**config.mk**
```make
export PLATFORM = sky130hd
export DESIGN_NAME = snsu_divider
export DESIGN_NICKNAME = d
export VERILOG_FILES = /design/src/rtl/snsu_pkg.sv /design/src/rtl/snsu_divider.sv
export SDC_FILE = /design/constraint.sdc
export NUM_CORES = 1
export LEC_CHECK = 0
export ABC_AREA = 1
export BUFFER_PORTS_ARGS = -buffer_cell sky130_fd_sc_hd__buf_2
export CAP_MARGIN = 20
export CORE_UTILIZATION = 45
export DETAILED_ROUTE_END_ITERATION = 8
export SLEW_MARGIN = 10
export SYNTH_ARGS = -nofsm -noshare
export SYNTH_HDL_FRONTEND = slang
export SYNTH_SLANG_ARGS = --single-unit
```
**constraint.sdc**
```tcl
create_clock -name clk -period 5.8 [get_ports clk]
set_input_delay 1.16 -clock clk [delete_from_list [all_inputs] [get_ports clk]]
set_output_delay 1.16 -clock clk [all_outputs]
set_load 0.005 [all_outputs]
```
**src/rtl/snsu_pkg.sv**
```systemverilog
// Package for the search node statistics update block.
// Holds sizes, operation and fault codes, payload and table entry types,
// and the saturation helpers. No dependencies.
package snsu_pkg;

    // Table and number format sizes.
    localparam int NODES     = 1024;
    localparam int ADDR_W    = (NODES > 1) ? $clog2(NODES) : 1;
    localparam int FRAC_BITS = 14;
    localparam int NODE_W    = 10;
    localparam int WL_W      = 16;
    localparam int M_W       = 24;
    localparam int VIS_W     = 32;
    localparam int PEND_W    = 16;
    localparam int MV_W      = 12;
    localparam int DIFF_W    = M_W + 1;
    localparam int MAG_W     = DIFF_W - 1;
    localparam int NUM_W     = MAG_W + MV_W;
    localparam int DEN_W     = VIS_W + 1;
    localparam int Q_W       = NUM_W + 1;
    localparam int SUM_W     = NUM_W + 2;
    localparam int LANES     = 3;
    localparam int LANE_WL   = 0;
    localparam int LANE_D    = 1;
    localparam int LANE_M    = 2;

    // Fixed point plus and minus one, saturated to the 16-bit field.
    localparam logic signed [WL_W-1:0] Q_ONE =
        (FRAC_BITS >= WL_W - 1) ? 16'sh7FFF : WL_W'(64'sd1 <<< FRAC_BITS);
    localparam logic signed [WL_W-1:0] Q_NEG_ONE =
        (FRAC_BITS >= WL_W - 1) ? 16'sh8000 : WL_W'(-(64'sd1 <<< FRAC_BITS));

    // Operation codes; the spare code behaves as a read.
    localparam logic [2:0] OP_START  = 3'd0;
    localparam logic [2:0] OP_CANCEL = 3'd1;
    localparam logic [2:0] OP_FINAL  = 3'd2;
    localparam logic [2:0] OP_ADJUST = 3'd3;
    localparam logic [2:0] OP_REVERT = 3'd4;
    localparam logic [2:0] OP_MAKE   = 3'd5;
    localparam logic [2:0] OP_READ   = 3'd6;

    // Fault codes.
    localparam logic [1:0] FAULT_NONE  = 2'd0;
    localparam logic [1:0] FAULT_DIV0  = 2'd1;
    localparam logic [1:0] FAULT_RANGE = 2'd2;

    // Game results for make terminal.
    localparam logic [1:0] RES_DRAW  = 2'd0;
    localparam logic [1:0] RES_WHITE = 2'd1;
    localparam logic [1:0] RES_BLACK = 2'd2;

    typedef struct packed {
        logic [2:0]               operation;
        logic [NODE_W-1:0]        node;
        logic signed [WL_W-1:0]   value_wl;
        logic signed [WL_W-1:0]   value_d;
        logic signed [M_W-1:0]    value_m;
        logic [MV_W-1:0]          multivisit;
        logic [1:0]               game_result;
        logic [1:0]               terminal_kind;
    } req_t;

    typedef struct packed {
        logic                     accepted;
        logic [1:0]               fault;
        logic signed [WL_W-1:0]   mean_wl;
        logic signed [WL_W-1:0]   mean_d;
        logic signed [M_W-1:0]    mean_m;
        logic [VIS_W-1:0]         visits;
        logic [PEND_W-1:0]        pending;
    } rsp_t;

    // One row of the statistics table.
    typedef struct packed {
        logic signed [WL_W-1:0]   wl;
        logic signed [WL_W-1:0]   d;
        logic signed [M_W-1:0]    m;
        logic [VIS_W-1:0]         visits;
        logic [PEND_W-1:0]        pending;
        logic [1:0]               kind;
    } entry_t;

    localparam int ENTRY_W = $bits(entry_t);

    typedef enum logic [2:0] {
        ST_CLEAR,
        ST_IDLE,
        ST_LOOK,
        ST_PREP,
        ST_MUL,
        ST_DGO,
        ST_DWAIT,
        ST_UPD
    } state_t;

    typedef struct packed {
        logic start;
    } div_ctl_t;

    typedef struct packed {
        logic busy;
        logic done;
    } div_sts_t;

    // Saturate a wide sum to the 16-bit mean field.
    function automatic logic signed [WL_W-1:0] sat_wl(input logic signed [SUM_W-1:0] v);
        logic signed [SUM_W-1:0] hi;
        logic signed [SUM_W-1:0] lo;
        hi = SUM_W'((64'sd1 <<< (WL_W - 1)) - 64'sd1);
        lo = -hi - SUM_W'(1);
        if (v > hi)
            return hi[WL_W-1:0];
        else if (v < lo)
            return lo[WL_W-1:0];
        else
            return v[WL_W-1:0];
    endfunction

    // Saturate a wide sum to the 24-bit plies-left field.
    function automatic logic signed [M_W-1:0] sat_m(input logic signed [SUM_W-1:0] v);
        logic signed [SUM_W-1:0] hi;
        logic signed [SUM_W-1:0] lo;
        hi = SUM_W'((64'sd1 <<< (M_W - 1)) - 64'sd1);
        lo = -hi - SUM_W'(1);
        if (v > hi)
            return hi[M_W-1:0];
        else if (v < lo)
            return lo[M_W-1:0];
        else
            return v[M_W-1:0];
    endfunction

endpackage

```
**src/rtl/snsu_divider.sv**
```systemverilog
// Three-lane restoring divider sharing one divisor, one quotient bit per cycle.
// Depends on snsu_pkg for sizes and the control and status structs.
module snsu_divider (
    input  logic                                        clk,
    input  logic                                        rst_n,
    input  snsu_pkg::div_ctl_t                          ctl,
    output snsu_pkg::div_sts_t                          sts,
    input  logic [snsu_pkg::LANES-1:0][snsu_pkg::NUM_W-1:0] num,
    input  logic [snsu_pkg::DEN_W-1:0]                  den,
    output logic [snsu_pkg::LANES-1:0][snsu_pkg::NUM_W-1:0] quo
);

    localparam int CNT_W = $clog2(snsu_pkg::NUM_W);

    logic [snsu_pkg::LANES-1:0][snsu_pkg::NUM_W-1:0] quo_reg;
    logic [snsu_pkg::LANES-1:0][snsu_pkg::NUM_W-1:0] quo_next;
    logic [snsu_pkg::LANES-1:0][snsu_pkg::DEN_W-1:0] rem_reg;
    logic [snsu_pkg::LANES-1:0][snsu_pkg::DEN_W-1:0] rem_next;
    logic [snsu_pkg::DEN_W-1:0]                      den_reg;
    logic [CNT_W-1:0]                                cnt_reg;
    logic                                            busy_reg;
    logic                                            done_reg;

    // One restoring step per lane: shift in the next numerator bit, trial subtract.
    always_comb
    begin
        for (int l = 0; l < snsu_pkg::LANES; l++)
        begin
            logic [snsu_pkg::DEN_W:0]   shifted;
            logic [snsu_pkg::DEN_W+1:0] trial;
            shifted = {rem_reg[l], quo_reg[l][snsu_pkg::NUM_W-1]};
            trial   = {1'b0, shifted} - {2'b00, den_reg};
            if (trial[snsu_pkg::DEN_W+1])
            begin
                rem_next[l] = shifted[snsu_pkg::DEN_W-1:0];
                quo_next[l] = {quo_reg[l][snsu_pkg::NUM_W-2:0], 1'b0};
            end
            else
            begin
                rem_next[l] = trial[snsu_pkg::DEN_W-1:0];
                quo_next[l] = {quo_reg[l][snsu_pkg::NUM_W-2:0], 1'b1};
            end
        end
    end

    // Iteration control.
    always_ff @(posedge clk or negedge rst_n)
    begin
        if (!rst_n)
        begin
            busy_reg <= 1'b0;
            done_reg <= 1'b0;
            cnt_reg  <= '0;
        end
        else
        begin
            done_reg <= 1'b0;
            if (ctl.start && !busy_reg)
            begin
                busy_reg <= 1'b1;
                cnt_reg  <= '0;
            end
            else if (busy_reg)
            begin
                cnt_reg <= cnt_reg + CNT_W'(1);
                if (cnt_reg == CNT_W'(snsu_pkg::NUM_W - 1))
                begin
                    busy_reg <= 1'b0;
                    done_reg <= 1'b1;
                end
            end
        end
    end

    // Operand and partial remainder registers.
    always_ff @(posedge clk)
    begin
        if (ctl.start && !busy_reg)
        begin
            quo_reg <= num;
            rem_reg <= '0;
            den_reg <= den;
        end
        else if (busy_reg)
        begin
            quo_reg <= quo_next;
            rem_reg <= rem_next;
        end
    end

    assign quo      = quo_reg;
    assign sts.busy = busy_reg;
    assign sts.done = done_reg;

endmodule

```
==> out/results.txt <==
placed cells - 3612
RSZ-0062 raised after global routing - false
Crit path required time - 6.13 ns
Hold WC Path Type - in -> async
IO Pins - 254
TritonCTS buffer count - 31
PwrDens - 593 mW/mm^2
P_leak - 0.0119 uW
GRT Residual Overflow - 0
Setup crit end kind - flip-flop
Skew-Pair Late Insertion Delay - 0.59 ns
Largest register FFs - 108
Yosys warning count - 0
Initial DRC Count - 1049
Die H - 206 microns
max_slew headroom - 0.268
worst slew pin tran - 1.10 ns
CP Launch Type - input pin
setup tns final - 0 ns
DRC Markers - 0
Clock transition at path regs - 0.06 ns
Syn Area/Cell - 6.47 sq um
post-CTS sizing - 0
status - finished, final reports clean
HPWL Detailed - 46900 microns
clk sink count - 248
initial antenna violation count - 1
crit path max fanout - 66
FMAX - 0.296 GHz
CORE AREA - 0.0409 sq mm
vias in the first global route - 17700
Finished Cell Area - 0.0214 sq mm
Synth Flop Type - edfxtp_1
max-slew violations - 0
most frequent cells in the layout - nand2_1, inv_1, nand3_1
Die ar. - 0.0425 sq mm
skew final - 0.0310 ns
commonest non-fill, non-tap cell in the layout - nand2_1
Hold Buf Count CTS - 0
Worst Reg-to-Reg Cells - 6
Final Util - 0.523
Mapped Nets - 3141
setup slack after layout - 2.43 ns
Setup WS pre-CTS - 1.84 ns
max-cap violations - 0
crit path DAT - 3.70 ns
ANT nets after route - 0
first-pass GRT wire length - 95800 microns
number of synthesized register bits - 248
post-DR vias/cell - 5.00
setup repair bufs after CTS - 0
Initial Util - 0.458
Setup CP Type - in -> reg
Placed Area - 0.0203 sq mm
FF-to-FF End - quo[33]$_DFFE_PP_
library cells used by synthesis - 39
reg-to-reg startpoint - busy_reg$_DFF_PN0_
CTS H-tree depth - 1
global placement routability congestion - 1.00
Die X - 206 microns
register area share after synthesis - 0.342
site row count - 74
Cells after Synth - 2894
Detailed Routing Iterations Pass 1 - 5
Max Root-Sink Buffers - 3
Root Driver - clkbuf_16
share of cells above drive strength 1 - 0.123
Nets - 3360
Register-to-Register Setup Slack - 2.46 ns
min Tclk post-route - 3.37 ns
number of flops mapped to enable cells by yosys - 141
Cell Area, Synth - 0.0187 sq mm
Final Instance Count excl. Fillers - 3672
Avg WL per Cell - 16.6 microns
# setup viols final - 0
final hold violation count - 0
CTS tree - yes
largest net degree at the start of global routing - 117
Peak supply drop - 0.000297 V
GRT Util Overall - 0.292
P&R area growth vs syn - 14.3%
period utilization - 0.582
total wire length - 61100 microns
ys async rst share - 0.0323
Port Buffers - 253
Via Count - 18400
[Yosys cell counts, types with 8 or more instances]
cell,count,area (sq um)
ha_1,100,1250
clkbuf_1,33,124
nor3_1,8,40.0
xnor2_1,42,368
dfxtp_1,99,1980
nand2_2,14,87.6
nand3b_1,41,308
edfxtp_1,141,4230
nand3_1,259,1300
buf_6,14,158
o21bai_1,8,60.1
nand4_1,30,188
and2_1,21,131
o21ai_0,9,45.0
a21oi_1,55,275
o21ai_1,36,180
nor2_2,11,68.8
nor2_1,125,469
dfrtp_1,8,200
nand2_1,1291,4850
inv_2,16,60.1
inv_1,462,1730
buf_2,19,95.1
[power breakdown]
part	internal (uW)	switching (uW)	leakage, uW
sequential	2870	593	0.00233
combinational	2620	4530	0.00908
clock	1260	839	0.000533
total	6750	5960	0.0119
[worst max-delay path by stage]
stage | to | startpoint
6_report | quo[33]$_DFFE_PP_ | ctl
5_1_grt | quo[21]$_DFFE_PP_ | ctl
4_1_cts | quo[20]$_DFFE_PP_ | busy_reg$_DFF_PN0_
3_5_place_dp | quo[20]$_DFFE_PP_ | ctl
3_3_place_gp | quo[29]$_DFFE_PP_ | ctl
2_1_floorplan | busy_reg$_DFF_PN0_ | ctl
[stage by stage]
stage          power, uW  hold slack [ns]
2_1_floorplan       8600            0.444
3_5_place_dp       10600            0.458
4_1_cts            12700            0.375
5_1_grt            14000            0.386
3_3_place_gp       10500            0.457
6_report           12700            0.403
[routing by layer]
metal | wire length, microns | global-route usage | up-vias
met5 | 0 | 0 | -
met4 | 2140 | 0.101 | 0
met3 | 3950 | 0.0550 | 106
met2 | 28200 | 0.485 | 534
met1 | 26800 | 0.376 | 8321
li1 | - | - | 9410
[critical path, cell delays in order]
cell and delay (ns):
buf_2 0.11, inv_1 0.07, nor2_4 0.07, buf_4 0.58, clkinv_2 0.81, buf_4 0.58
nand2_1 0.15, nand2_1 0.06
[area by class of cell]
cell class | count | area (sq um)
diodes | 2 | 5.00
clock buffers | 34 | 787
clock inverters | 24 | 313
fillers | 4276 | 19500
inverters | 481 | 1810
multi-input cells | 2091 | 10100
flip-flops and latches | 248 | 6420
well taps | 532 | 666
repair buffers | 260 | 1320
[cells by family after synthesis]
family	count (synthesis)	synth area share
AND/OR/NAND/NOR	1826	0.412
buffers and inverters	555	0.119
flip-flops	248	0.342
AO/OA/AOI/OAI	117	0.0349
adder cells (fa/ha/maj)	103	0.0700
XOR/XNOR	45	0.0210
No activity file was read; power rests on OpenSTA's default activity.
