$ cat src/rtl/snsu_ram.sv
// Generic single-write, single-read synchronous RAM with registered read.
// No dependencies.
module snsu_ram #(
    parameter int WIDTH = 8,
    parameter int DEPTH = 16,
    localparam int AW = (DEPTH > 1) ? $clog2(DEPTH) : 1
) (
    input  logic             clk,
    input  logic             we,
    input  logic [AW-1:0]    waddr,
    input  logic [WIDTH-1:0] wdata,
    input  logic [AW-1:0]    raddr,
    output logic [WIDTH-1:0] rdata
);

    logic [WIDTH-1:0] mem [DEPTH];
    logic [WIDTH-1:0] rdata_reg;

    // Write port and registered read port.
    always_ff @(posedge clk)
    begin
        if (we)
        begin
            mem[waddr] <= wdata;
        end
        rdata_reg <= mem[raddr];
    end

    assign rdata = rdata_reg;

endmodule

$ cat config.mk
export PLATFORM = sky130hd
export DESIGN_NAME = snsu_ram
export DESIGN_NICKNAME = d
export VERILOG_FILES = /design/src/rtl/snsu_ram.sv
export SDC_FILE = /design/constraint.sdc
export NUM_CORES = 1
export LEC_CHECK = 0
export ABC_CLOCK_PERIOD_IN_PS = 4900
export BUFFER_PORTS_ARGS = -buffer_cell sky130_fd_sc_hd__buf_2
export CAP_MARGIN = 20
export CELL_PAD_IN_SITES_DETAIL_PLACEMENT = 1
export CELL_PAD_IN_SITES_GLOBAL_PLACEMENT = 1
export CORE_MARGIN = 10
export CORE_UTILIZATION = 45
export DETAILED_ROUTE_END_ITERATION = 6
export GPL_TIMING_DRIVEN = 0
export PLACE_DENSITY = 0.78
export RECOVER_POWER = 25
export SETUP_SLACK_MARGIN = 0.02
export SLEW_MARGIN = 30
export SYNTH_ARGS = -nofsm -noshare
export SYNTH_HDL_FRONTEND = slang
export SYNTH_SLANG_ARGS = --single-unit
$ cat constraint.sdc
create_clock -name clk -period 4.9 [get_ports clk]
set_input_delay 0.49 -clock clk [delete_from_list [all_inputs] [get_ports clk]]
set_output_delay 0.49 -clock clk [all_outputs]
set_load 0.03 [all_outputs]
==> reports/qor.csv, run 1 <==
stage,metric,value,unit
clock_tree,cts_made_buffers,17,
synth,ys_seq_area_share,77.8,%
critical_path,cp-end-kind,register,
timing,hold_ws,498,ps
critical_path,r2r_slack,3430,ps
route,drtPass1Iterations,4,
global_routing,grt_max_degree,17,
synth,yosysTopAreaCell,edfxtp_1,
finish,drive_above_1_share,26.7,%
power,power.density,428,mW/mm^2
finish,fin_area,0.00597,sq mm
placement,place_congestion,0.736,
synth,synth_area,0.00515,sq mm
global_routing,antenna_found_initial,0,
timing,rsz0062_at_grt,false,
timing,finalCriticalPeriod,1790,ps
synth,syn_inst,229,
hold_path,holdPathEnd,mem[14][2],
clock_tree,cts_resized,0,
run_status,outcome,"finished, final reports clean",
hold_path,hold_path.startpoint,wdata[2],
placement,dp_hpwl,6.97,mm
timing,period_share,36.5,%
hold_path,hp-class,input pin to register,
job,drv_cap,0,
route,routed_via_density,5.67,
critical_path,critPathRequiredTime,4930,ps
finish,layout.cells.non_filler,425,
critical_path,r2r_start,mem[8][5],
synth,synth_seq_cells,136,
clock_tree,clockBufferDepth,2,
critical_path,worstPathArrival,1820,ps
timing,worstMarginPinSlew,851,ps
global_routing,grt_pass1_wl,16.6,mm
synth,synth_top_family_by_area,multiplexers,
clock_tree,htreeDepth,4,
route,vias,2409,
route,wl,11.0,mm
synth,synth_fp_nets,247,
timing,fin_skew,9.69,ps
synth,synthMuxAreaShare,15.0,%
power,ir_worst_vdd,0.000249,V
floorplanning,io_pins,26,
critical_path,worstPathMaxFanout,8,
synth,synthAdderAreaFrac,0,%
synth,synth_area_leaders,"edfxtp_1, mux4_2, mux4_1",
floorplanning,rows,38,
timing,finalMaxSlewViolations,0,
placement,place_inst,393,
critical_path,rr_worst_depth,3,
synth,synth.distinct_cells,19,
clock_tree,cts_tree,built,
hold_path,min_path_cells,1,
finish,diodes,0,
critical_path,cp-start-kind,input pin,
synth,avgSynthCellArea,22.5,sq um
floorplanning,fp.dieH,127,microns
route,ant_nets,0,
timing,fmax,0.560,GHz
timing,finalSetupViolCount,0,
timing,fin_tns_setup,0,ps
power,power.total,2.56,mW
timing,max_slew_margin,42.9,%
synth,synth-compound-area-share,2.33,%
floorplanning,coreArea,0.0110,sq mm
synth,synthSimpleGateAreaFrac,3.18,%
synth,yosys_warnings,0,
placement,dpl_cell_area,0.00546,sq mm
floorplanning,initial_core_util,46.7,%
critical_path,r2r_end,rdata[5],
finish,largest_reg_flops,128,
finish,num-nets-final,290,
floorplanning,dieArea,0.0161,sq mm
route,wl_per_cell,25.8,microns
timing,finalHoldViolCount,0,
power,p_leak,1.99,nW
placement,io_buffers,24,
route,drtIter0Drc,242,
synth,synth_top_area_share,74.7,%
global_routing,grt_overflow,0,
clock_tree,clk_pin_slew_worst_paths,60,ps
critical_path,worstSetupPathType,input pin to register,
synth,synthXorXnorAreaFrac,0,%
route,drc,0,
clock_tree,clock_sinks,136,
global_routing,grt_pass1_vias,2651,
finish,area_growth,16.0,%
clock_tree,post_cts_buffers,0,
floorplanning,die_w,127,microns
clock_tree,clock_latency,410,ps
clock_tree,root_buffer,clkbuf_16,
clock_tree,hold_buffers,0,
global_routing,grtUsageTotal,14.4,%
-- layout make-up --
| cell class | instances | area [sq um] |
|---|---|---|
| fill | 962 | 5060 |
| clock inverter | 6 | 27.5 |
| sequential | 136 | 4000 |
| multi-input combinational | 83 | 1080 |
| clock buffer | 26 | 489 |
| tap | 140 | 175 |
| timing repair buffer | 24 | 114 |
| buffer | 10 | 86.3 |
-- critical path: stages --
cell	delay, ps
buf_2	110
or3b_2	540
nor3_2	670
-- cells in the final DEF (no fill, tap or decap), types with 2 or more instances in the layout --
| cell type | count |
|---|---|
| a22oi_1 | 16 |
| buf_2 | 22 |
| buf_6 | 3 |
| clkbuf_1 | 11 |
| clkbuf_16 | 17 |
| clkbuf_8 | 3 |
| clkdlybuf4s25_2 | 3 |
| clkinv_1 | 2 |
| clkinv_2 | 4 |
| dfxtp_1 | 8 |
| edfxtp_1 | 128 |
| mux4_1 | 14 |
| mux4_2 | 18 |
| nand2_1 | 9 |
| nand2b_1 | 2 |
| nand3b_1 | 2 |
| nor2_1 | 13 |
| nor3_2 | 4 |
-- stage by stage --
stage               setup WS, ps  utilization, %
global placement            2260            49.3
CTS                         3120            54.2
global route                3040            54.2
detailed placement          2680            49.5
finish                      3110            54.2
floorplan                   2920               -
-- cells by family after synthesis --
kind of cell | after synthesis
compound gates | 16
buf+inv | 10
flops | 136
mux | 32
simple gates | 35
-- cell usage after synthesis, drive strengths merged --
master and count:
edfxtp 128, mux4 32, a22oi 16, nor2 13
nand2 9, dfxtp 8, buf 7, nor3 4
clkdlybuf4s25 3, nand2b 2, nand3b 2, and2 1
and2b 1, nand3 1, nor2b 1, or3b 1
-- layer usage --
layer  GRT usage (%)  vias to the layer above  wire, microns
li1                -                     1060              -
met1            17.9                     1253           4560
met2            23.0                       84           5530
met3            4.41                       12            729
met4            6.23                        0            156
met5               0                        -              0
-- worst max path at each step --
stage                   from   endpoint  slack (ps)  depth (start not counted)
floorplan           waddr[2]  mem[0][0]        2920                          2
global placement    waddr[2]  mem[0][4]        2260                          3
detailed placement  waddr[2]  mem[0][4]        2680                          3
CTS                 waddr[2]  mem[0][3]        3120                          3
global route        waddr[2]  mem[3][5]        3040                          3
finish              waddr[2]  mem[0][4]        3110                          3
-- power by group --
group / internal [mW] / total [mW] / switching, mW
clock network: 0.679 / 1.11 / 0.430
registers: 1.30 / 1.31 / 0.00670
logic: 0.0513 / 0.140 / 0.0888
total: 2.03 / 2.56 / 0.526
No activity file was read; power rests on OpenSTA's default activity.
==> inputs of run 2 (changes only) <==
--- a/config.mk
+++ b/config.mk
@@ -5,16 +5,17 @@
 export SDC_FILE = /design/constraint.sdc
 export NUM_CORES = 1
 export LEC_CHECK = 0
-export ABC_CLOCK_PERIOD_IN_PS = 4900
+export ABC_AREA = 1
+export ABC_CLOCK_PERIOD_IN_PS = 1600
 export BUFFER_PORTS_ARGS = -buffer_cell sky130_fd_sc_hd__buf_2
 export CAP_MARGIN = 20
 export CELL_PAD_IN_SITES_DETAIL_PLACEMENT = 1
 export CELL_PAD_IN_SITES_GLOBAL_PLACEMENT = 1
 export CORE_MARGIN = 10
-export CORE_UTILIZATION = 45
+export CORE_UTILIZATION = 44
 export DETAILED_ROUTE_END_ITERATION = 6
 export GPL_TIMING_DRIVEN = 0
-export PLACE_DENSITY = 0.78
+export PLACE_DENSITY = 0.85
 export RECOVER_POWER = 25
 export SETUP_SLACK_MARGIN = 0.02
 export SLEW_MARGIN = 30
==> constraint.sdc (replaced) <==
create_clock -name clk -period 1.6 [get_ports clk]
set_input_delay 0.16 -clock clk [delete_from_list [all_inputs] [get_ports clk]]
set_output_delay 0.16 -clock clk [all_outputs]
set_load 0.03 [all_outputs]
==> run 2 against run 1 <==
Net effect: synthesized cell count increased by 140%; cell count up 83%; utilization is 1.5 points lower; synthesized area is 12% higher; non-clock buffer count grew 12; final area is 12% higher; die area up 12%; sequential share of layout area shrank 7.3 points; sequential power grew to 3.1 times the previous value; routed wire length increased by 52%; largest cell class unchanged; largest power group is now the clock network; highest routed layer unchanged.
==> reports/qor.csv, run 2 <==
stage,metric,value,unit,change
run_status,outcome,"finished, final reports clean",,
route,wl_per_cell,21.4,microns,-17%
placement,dpl_cell_area,0.00609,sq mm,+12%
floorplanning,die_w,134,microns,+5.9%
global_routing,grtUsageTotal,19.5,%,+5.0 points
critical_path,worstPathMaxFanout,8,,unchanged
global_routing,antenna_found_initial,0,,unchanged
finish,area_growth,16.1,%,about the same
synth,avgSynthCellArea,10.5,sq um,-53%
synth,synth.most_common_cell,nand2_1,,
finish,fin_area,0.00670,sq mm,+12%
synth,synth_fp_nets,569,,+130%
clock_tree,cts_tree,built,,
synth,synth_edf_count,128,,unchanged
finish,mostFrequentLayoutCells,"nand2_1, edfxtp_1, inv_1",,
route,drtPass1Iterations,5,,+1
route,ant_nets,0,,unchanged
finish,layout.cells.non_filler,777,,+83%
synth,synth_ff_type,edfxtp_1,,
route,drc,0,,unchanged
floorplanning,fp.dieH,134,microns,+5.9%
synth,synth_area,0.00577,sq mm,+12%
power,power.density,1290,mW/mm^2,+200%
synth,synthArstFlopShare,0,%,unchanged
finish,diodes,0,,unchanged
floorplanning,rows,41,,+7.9%
route,drtIter0Drc,431,,+78%
timing,finalHoldViolCount,0,,unchanged
finish,drive_above_1_share,12.1,%,-15 points
clock_tree,cts_made_buffers,17,,unchanged
timing,max_slew_margin,32.2,%,-11 points
critical_path,critPathRequiredTime,1650,ps,-3280 ps
synth,synth_seq_cells,136,,unchanged
route,wl,16.6,mm,+52%
finish,num-nets-final,610,,+110%
route,routed_via_density,5.28,,-6.8%
power,power.total,8.64,mW,+240%
power,p_leak,2.90,nW,+46%
critical_path,worstSetupPathType,input pin to register,,
clock_tree,hold_buffers,0,,unchanged
placement,preCtsSetupSlack,-104,ps,-2790 ps
clock_tree,clock_latency,430,ps,+20 ps
placement,dp_hpwl,10.8,mm,+55%
critical_path,rr_worst_depth,6,,+3
placement,place_inst,745,,+90%
floorplanning,coreArea,0.0127,sq mm,+15%
clock_tree,htreeDepth,4,,unchanged
timing,hold_ws,162,ps,-336 ps
critical_path,worstPathArrival,1360,ps,-460 ps
global_routing,grt_overflow,0,,unchanged
synth,synth_common_cells,"nand2_1, edfxtp_1, inv_1, nand3_1, nor2_1",,
finish,final_util,52.6,%,-1.5 points
synth,synth_area_leaders,"edfxtp_1, nand2_1, nand3_1",,
clock_tree,clockBufferDepth,2,,unchanged
route,vias,4103,,+70%
critical_path,cp-end-kind,register,,
floorplanning,initial_core_util,45.3,%,-1.3 points
floorplanning,dieArea,0.0181,sq mm,+12%
job,drv_cap,0,,unchanged
global_routing,grtUsageMet3,4.97,%,+0.56 points
clock_tree,cts_resized,0,,unchanged
timing,rsz0062_at_grt,false,,
hold_path,min_path_cells,4,,+3
hold_path,hp-class,input pin to register,,
clock_tree,root_buffer,clkbuf_16,,
timing,period_share,82.0,%,
clock_tree,post_cts_buffers,0,,unchanged
timing,worstMarginPinSlew,1010,ps,+162 ps
timing,setup_slack,288,ps,-2830 ps
finish,layout_commonest_cell,nand2_1,,
synth,synth_top_area_share,66.7,%,-8.0 points
global_routing,met1_usage,22.3,%,+4.4 points
clock_tree,clock_sinks,136,,unchanged
placement,place_congestion,0.891,,+21%
timing,finalSetupViolCount,0,,unchanged
synth,yosysTopAreaCell,edfxtp_1,,
synth,syn_inst,551,,+140%
timing,fin_tns_setup,0,ps,unchanged
finish,largest_reg_flops,128,,unchanged
timing,finalMaxSlewViolations,0,,unchanged
floorplanning,io_pins,26,,unchanged
global_routing,grtUsageMet2,31.8,%,+8.8 points
synth,ys_seq_area_share,69.4,%,-8.4 points
global_routing,grt_pass1_vias,4575,,+73%
power,ir_worst_vdd,0.000748,V,+200%
global_routing,grt_max_degree,17,,unchanged
timing,fmax,0.762,GHz,
synth,yosys_warnings,0,,unchanged
timing,fin_skew,5.93,ps,-3.76 ps
global_routing,grt_pass1_wl,25.9,mm,+56%
timing,finalCriticalPeriod,1310,ps,
synth,synth.distinct_cells,12,,-7
global_routing,top_usage_layer,met2,,
placement,io_buffers,22,,-8.3%
critical_path,cp-start-kind,input pin,,
clock_tree,clk_pin_slew_worst_paths,50,ps,about the same
[run 2: cell types whose count changed after synthesis, sizes merged, moves of 2 or more]
cell	delta
a22oi	-16
buf	+17
clkdlybuf4s25	-3
inv	+102
mux4	-32
nand2	+164
nand2b	-2
nand3	+96
nor2	+4
nor3	-4
[run 2: worst paths after layout]
path,startpoint,to,slack [ps]
worst max-delay path,waddr[3],mem[7][0],290
worst max register to register,mem[7][4],rdata[4],500
worst min-delay path,raddr[2],rdata[0],160
worst min register to register,mem[5][0],rdata[0],720
[run 2: routing by layer]
layer / routed length [microns] / vias up / share of wire (%)
met1: 6640 / 2043 / 40
met5: 0 / - / 0
met3: 1090 / 45 / 6.5
li1: - / 1854 / -
met2: 8180 / 161 / 49
met4: 744 / 0 / 4.5
[run 2: final cells by class]
cell class,count,area (sq um)
Clock inverter,15,183
Clock buffer,17,425
Multi-Input combinational cell,289,1220
Sequential cell,136,4000
Tap cell,172,215
Fill cell,1434,6020
Buffer,24,166
Inverter,102,383
Timing Repair Buffer,22,103
[run 2: cell families after synthesis]
logic type	count (synthesis)	synth area share, %
buffers and inverters	126	9.52
flip-flops	136	69.4
AND/OR/NAND/NOR	289	21.0
[run 2: power breakdown]
part | internal, mW | total, mW | switching, mW
sequential | 3.99 | 4.01 | 0.0233
clock | 2.58 | 4.04 | 1.46
combinational | 0.151 | 0.591 | 0.440
[run 2: worst max-delay path, stage by stage]
cell and delay [ps]:
buf_2 120, nand3b_1 260, nor2_1 820
==> inputs of run 3 (changes only) <==
--- a/config.mk
+++ b/config.mk
@@ -6,7 +6,7 @@
 export NUM_CORES = 1
 export LEC_CHECK = 0
 export ABC_AREA = 1
-export ABC_CLOCK_PERIOD_IN_PS = 1600
+export ABC_CLOCK_PERIOD_IN_PS = 1100
 export BUFFER_PORTS_ARGS = -buffer_cell sky130_fd_sc_hd__buf_2
 export CAP_MARGIN = 20
 export CELL_PAD_IN_SITES_DETAIL_PLACEMENT = 1
==> constraint.sdc (replaced) <==
create_clock -name clk -period 1.1 [get_ports clk]
set_input_delay 0.11 -clock clk [delete_from_list [all_inputs] [get_ports clk]]
set_output_delay 0.11 -clock clk [all_outputs]
set_load 0.03 [all_outputs]
==> run 3 against run 2 <==
Net effect: the flow now finishes with violations (setup timing); combinational power is 53% higher; non-clock buffer count did not move; sequential share of layout area shrank 1.0 points; via count up 1.0%; sequential cell count unchanged; clock power rose by 46%; critical path type unchanged.
==> reports/qor.csv, run 3 (synthesized netlist as in run 2, its figures left out) <==
stage,metric,value,unit,change
run_status,outcome,finished with violations,,
run_status,violations,setup timing,,
critical_path,worstPathArrival,1280,ps,-80 ps
route,drc,0,,unchanged
timing,fin_tns_setup,-1920,ps,-1920 ps
clock_tree,clk_pin_slew_worst_paths,60,ps,about the same
global_routing,grt_overflow,0,,unchanged
route,wl_per_cell,21.8,microns,+1.7%
global_routing,grt_pass1_vias,4589,,+0.31%
timing,fin_skew,6.48,ps,+0.555 ps
critical_path,worst_path_largest_cell_delay,770,ps,-50 ps
floorplanning,coreArea,0.0127,sq mm,unchanged
critical_path,worstSetupPathType,input pin to register,,
timing,fmax,0.813,GHz,
global_routing,grt_pass1_wl,26.0,mm,+0.48%
clock_tree,clock_sinks,136,,unchanged
clock_tree,cts_made_buffers,17,,unchanged
critical_path,cp-end-kind,register,,
finish,largest_reg_flops,128,,unchanged
clock_tree,clockBufferDepth,2,,unchanged
clock_tree,clock_latency,430,ps,about the same
clock_tree,root_buffer,clkbuf_16,,
placement,preCtsSetupSlack,-554,ps,-450 ps
floorplanning,io_pins,26,,unchanged
placement,place_congestion,0.891,,unchanged
global_routing,antenna_found_initial,0,,unchanged
route,drtIter0Drc,405,,-6.0%
timing,finalHoldViolCount,0,,unchanged
timing,rsz0062_at_grt,true,,
route,vias,4145,,+1.0%
clock_tree,post_cts_buffers,0,,unchanged
timing,worstMarginPinSlew,927,ps,-86.5 ps
global_routing,grtUsageTotal,19.6,%,+0.095 points
hold_path,hp-class,input pin to register,,
finish,mostFrequentLayoutCells,"nand2_1, edfxtp_1, inv_1",,
finish,num-nets-final,610,,unchanged
job,drv_cap,0,,unchanged
power,power.density,1850,mW/mm^2,+43%
route,routed_via_density,5.33,,+1.0%
placement,io_buffers,22,,unchanged
timing,finalCriticalPeriod,1230,ps,
clock_tree,htreeDepth,4,,unchanged
route,ant_nets,0,,unchanged
floorplanning,initial_core_util,45.3,%,unchanged
critical_path,cp_slowest_cell,nor2_1,,
finish,layout_commonest_cell,nand2_1,,
finish,fin_area,0.00682,sq mm,+1.8%
finish,area_growth,18.2,%,
finish,diodes,0,,unchanged
critical_path,cp_top_family,simple AND/OR/NAND/NOR gates,,
critical_path,cp-start-kind,input pin,,
timing,max_slew_margin,38.0,%,+5.8 points
floorplanning,rows,41,,unchanged
clock_tree,cts_tree,built,,
finish,drive_above_1_share,16.7,%,+4.6 points
critical_path,crit_path_cell_trace,buf_2 > nand3b_1 > nor2_1,,
global_routing,grt_max_degree,17,,unchanged
timing,period_share,112,%,
placement,dpl_cell_area,0.00609,sq mm,unchanged
critical_path,critPathRequiredTime,1150,ps,-500 ps
floorplanning,die_w,134,microns,unchanged
route,wl,16.9,mm,+1.7%
power,ir_worst_vdd,0.00110,V,+47%
critical_path,critPathBufInv,1,,unchanged
clock_tree,hold_buffers,0,,unchanged
timing,setup_slack,-130,ps,-418 ps
placement,dp_hpwl,10.8,mm,unchanged
floorplanning,dieArea,0.0181,sq mm,unchanged
power,p_leak,2.93,nW,+1.3%
timing,finalMaxSlewViolations,0,,unchanged
finish,final_util,53.6,%,+0.92 points
floorplanning,fp.dieH,134,microns,unchanged
timing,hold_ws,110,ps,-51.9 ps
timing,finalSetupViolCount,16,,+16
critical_path,worstPathMaxFanout,8,,unchanged
route,drtPass1Iterations,4,,-1
-- run 3: report_power, final --
| group | leakage [nW] | internal, mW | switching, mW |
|---|---|---|---|
| clock | 0.301 | 3.75 | 2.13 |
| combinational | 1.41 | 0.233 | 0.669 |
| sequential | 1.22 | 5.80 | 0.0343 |
| total | 2.93 | 9.78 | 2.83 |
-- run 3: routing by layer --
layer  vias to the layer above  global-route usage [%]  wire length, microns
met5                         -                       0                     0
met4                         0                    12.4                   765
met3                        52                    5.42                  1230
met2                       182                    31.9                  8330
met1                      2057                    22.3                  6600
li1                       1854                       -                     -
-- run 3: final timing paths --
kind         slack [ps]   endpoint  startpoint  cells past startpoint
min                 110   rdata[0]    raddr[2]                      4
max reg2reg          40   rdata[4]   mem[7][4]                      6
max                -130  mem[6][0]    waddr[3]                      3
min reg2reg         720   rdata[0]   mem[6][0]                      6
-- run 3: area by class of cell --
class,count,area (sq um)
Buffer,24,166
Clock buffer,17,425
Clock inverter,15,183
Fill cell,1419,5910
Inverter,102,383
Multi-Input combinational cell,289,1330
Sequential cell,136,4000
Tap cell,172,215
Timing Repair Buffer,22,105
-- run 3: timing repair --
action                                  CTS  global route
endpoints found under the setup margin   58            60
pin swaps                                 0             3
gates resized for setup                   7            23
cloned                                    0             0
-- run 3: worst register-to-register path, cell delays in order, from the launching register on --
cell,delay [ps]
edfxtp_1,380
inv_1,100
nand2_1,80
nand3_2,90
nand3_2,110
nand3_2,100
nand2_1,90
-- run 3: per-stage QoR --
step | total power, mW | cells
6_report | 12.6 | 777
5_1_grt | 13.0 | 777
4_1_cts | 12.6 | 777
3_5_place_dp | 6.77 | 745
3_3_place_gp | 6.72 | 745
2_1_floorplan | 6.41 | 551
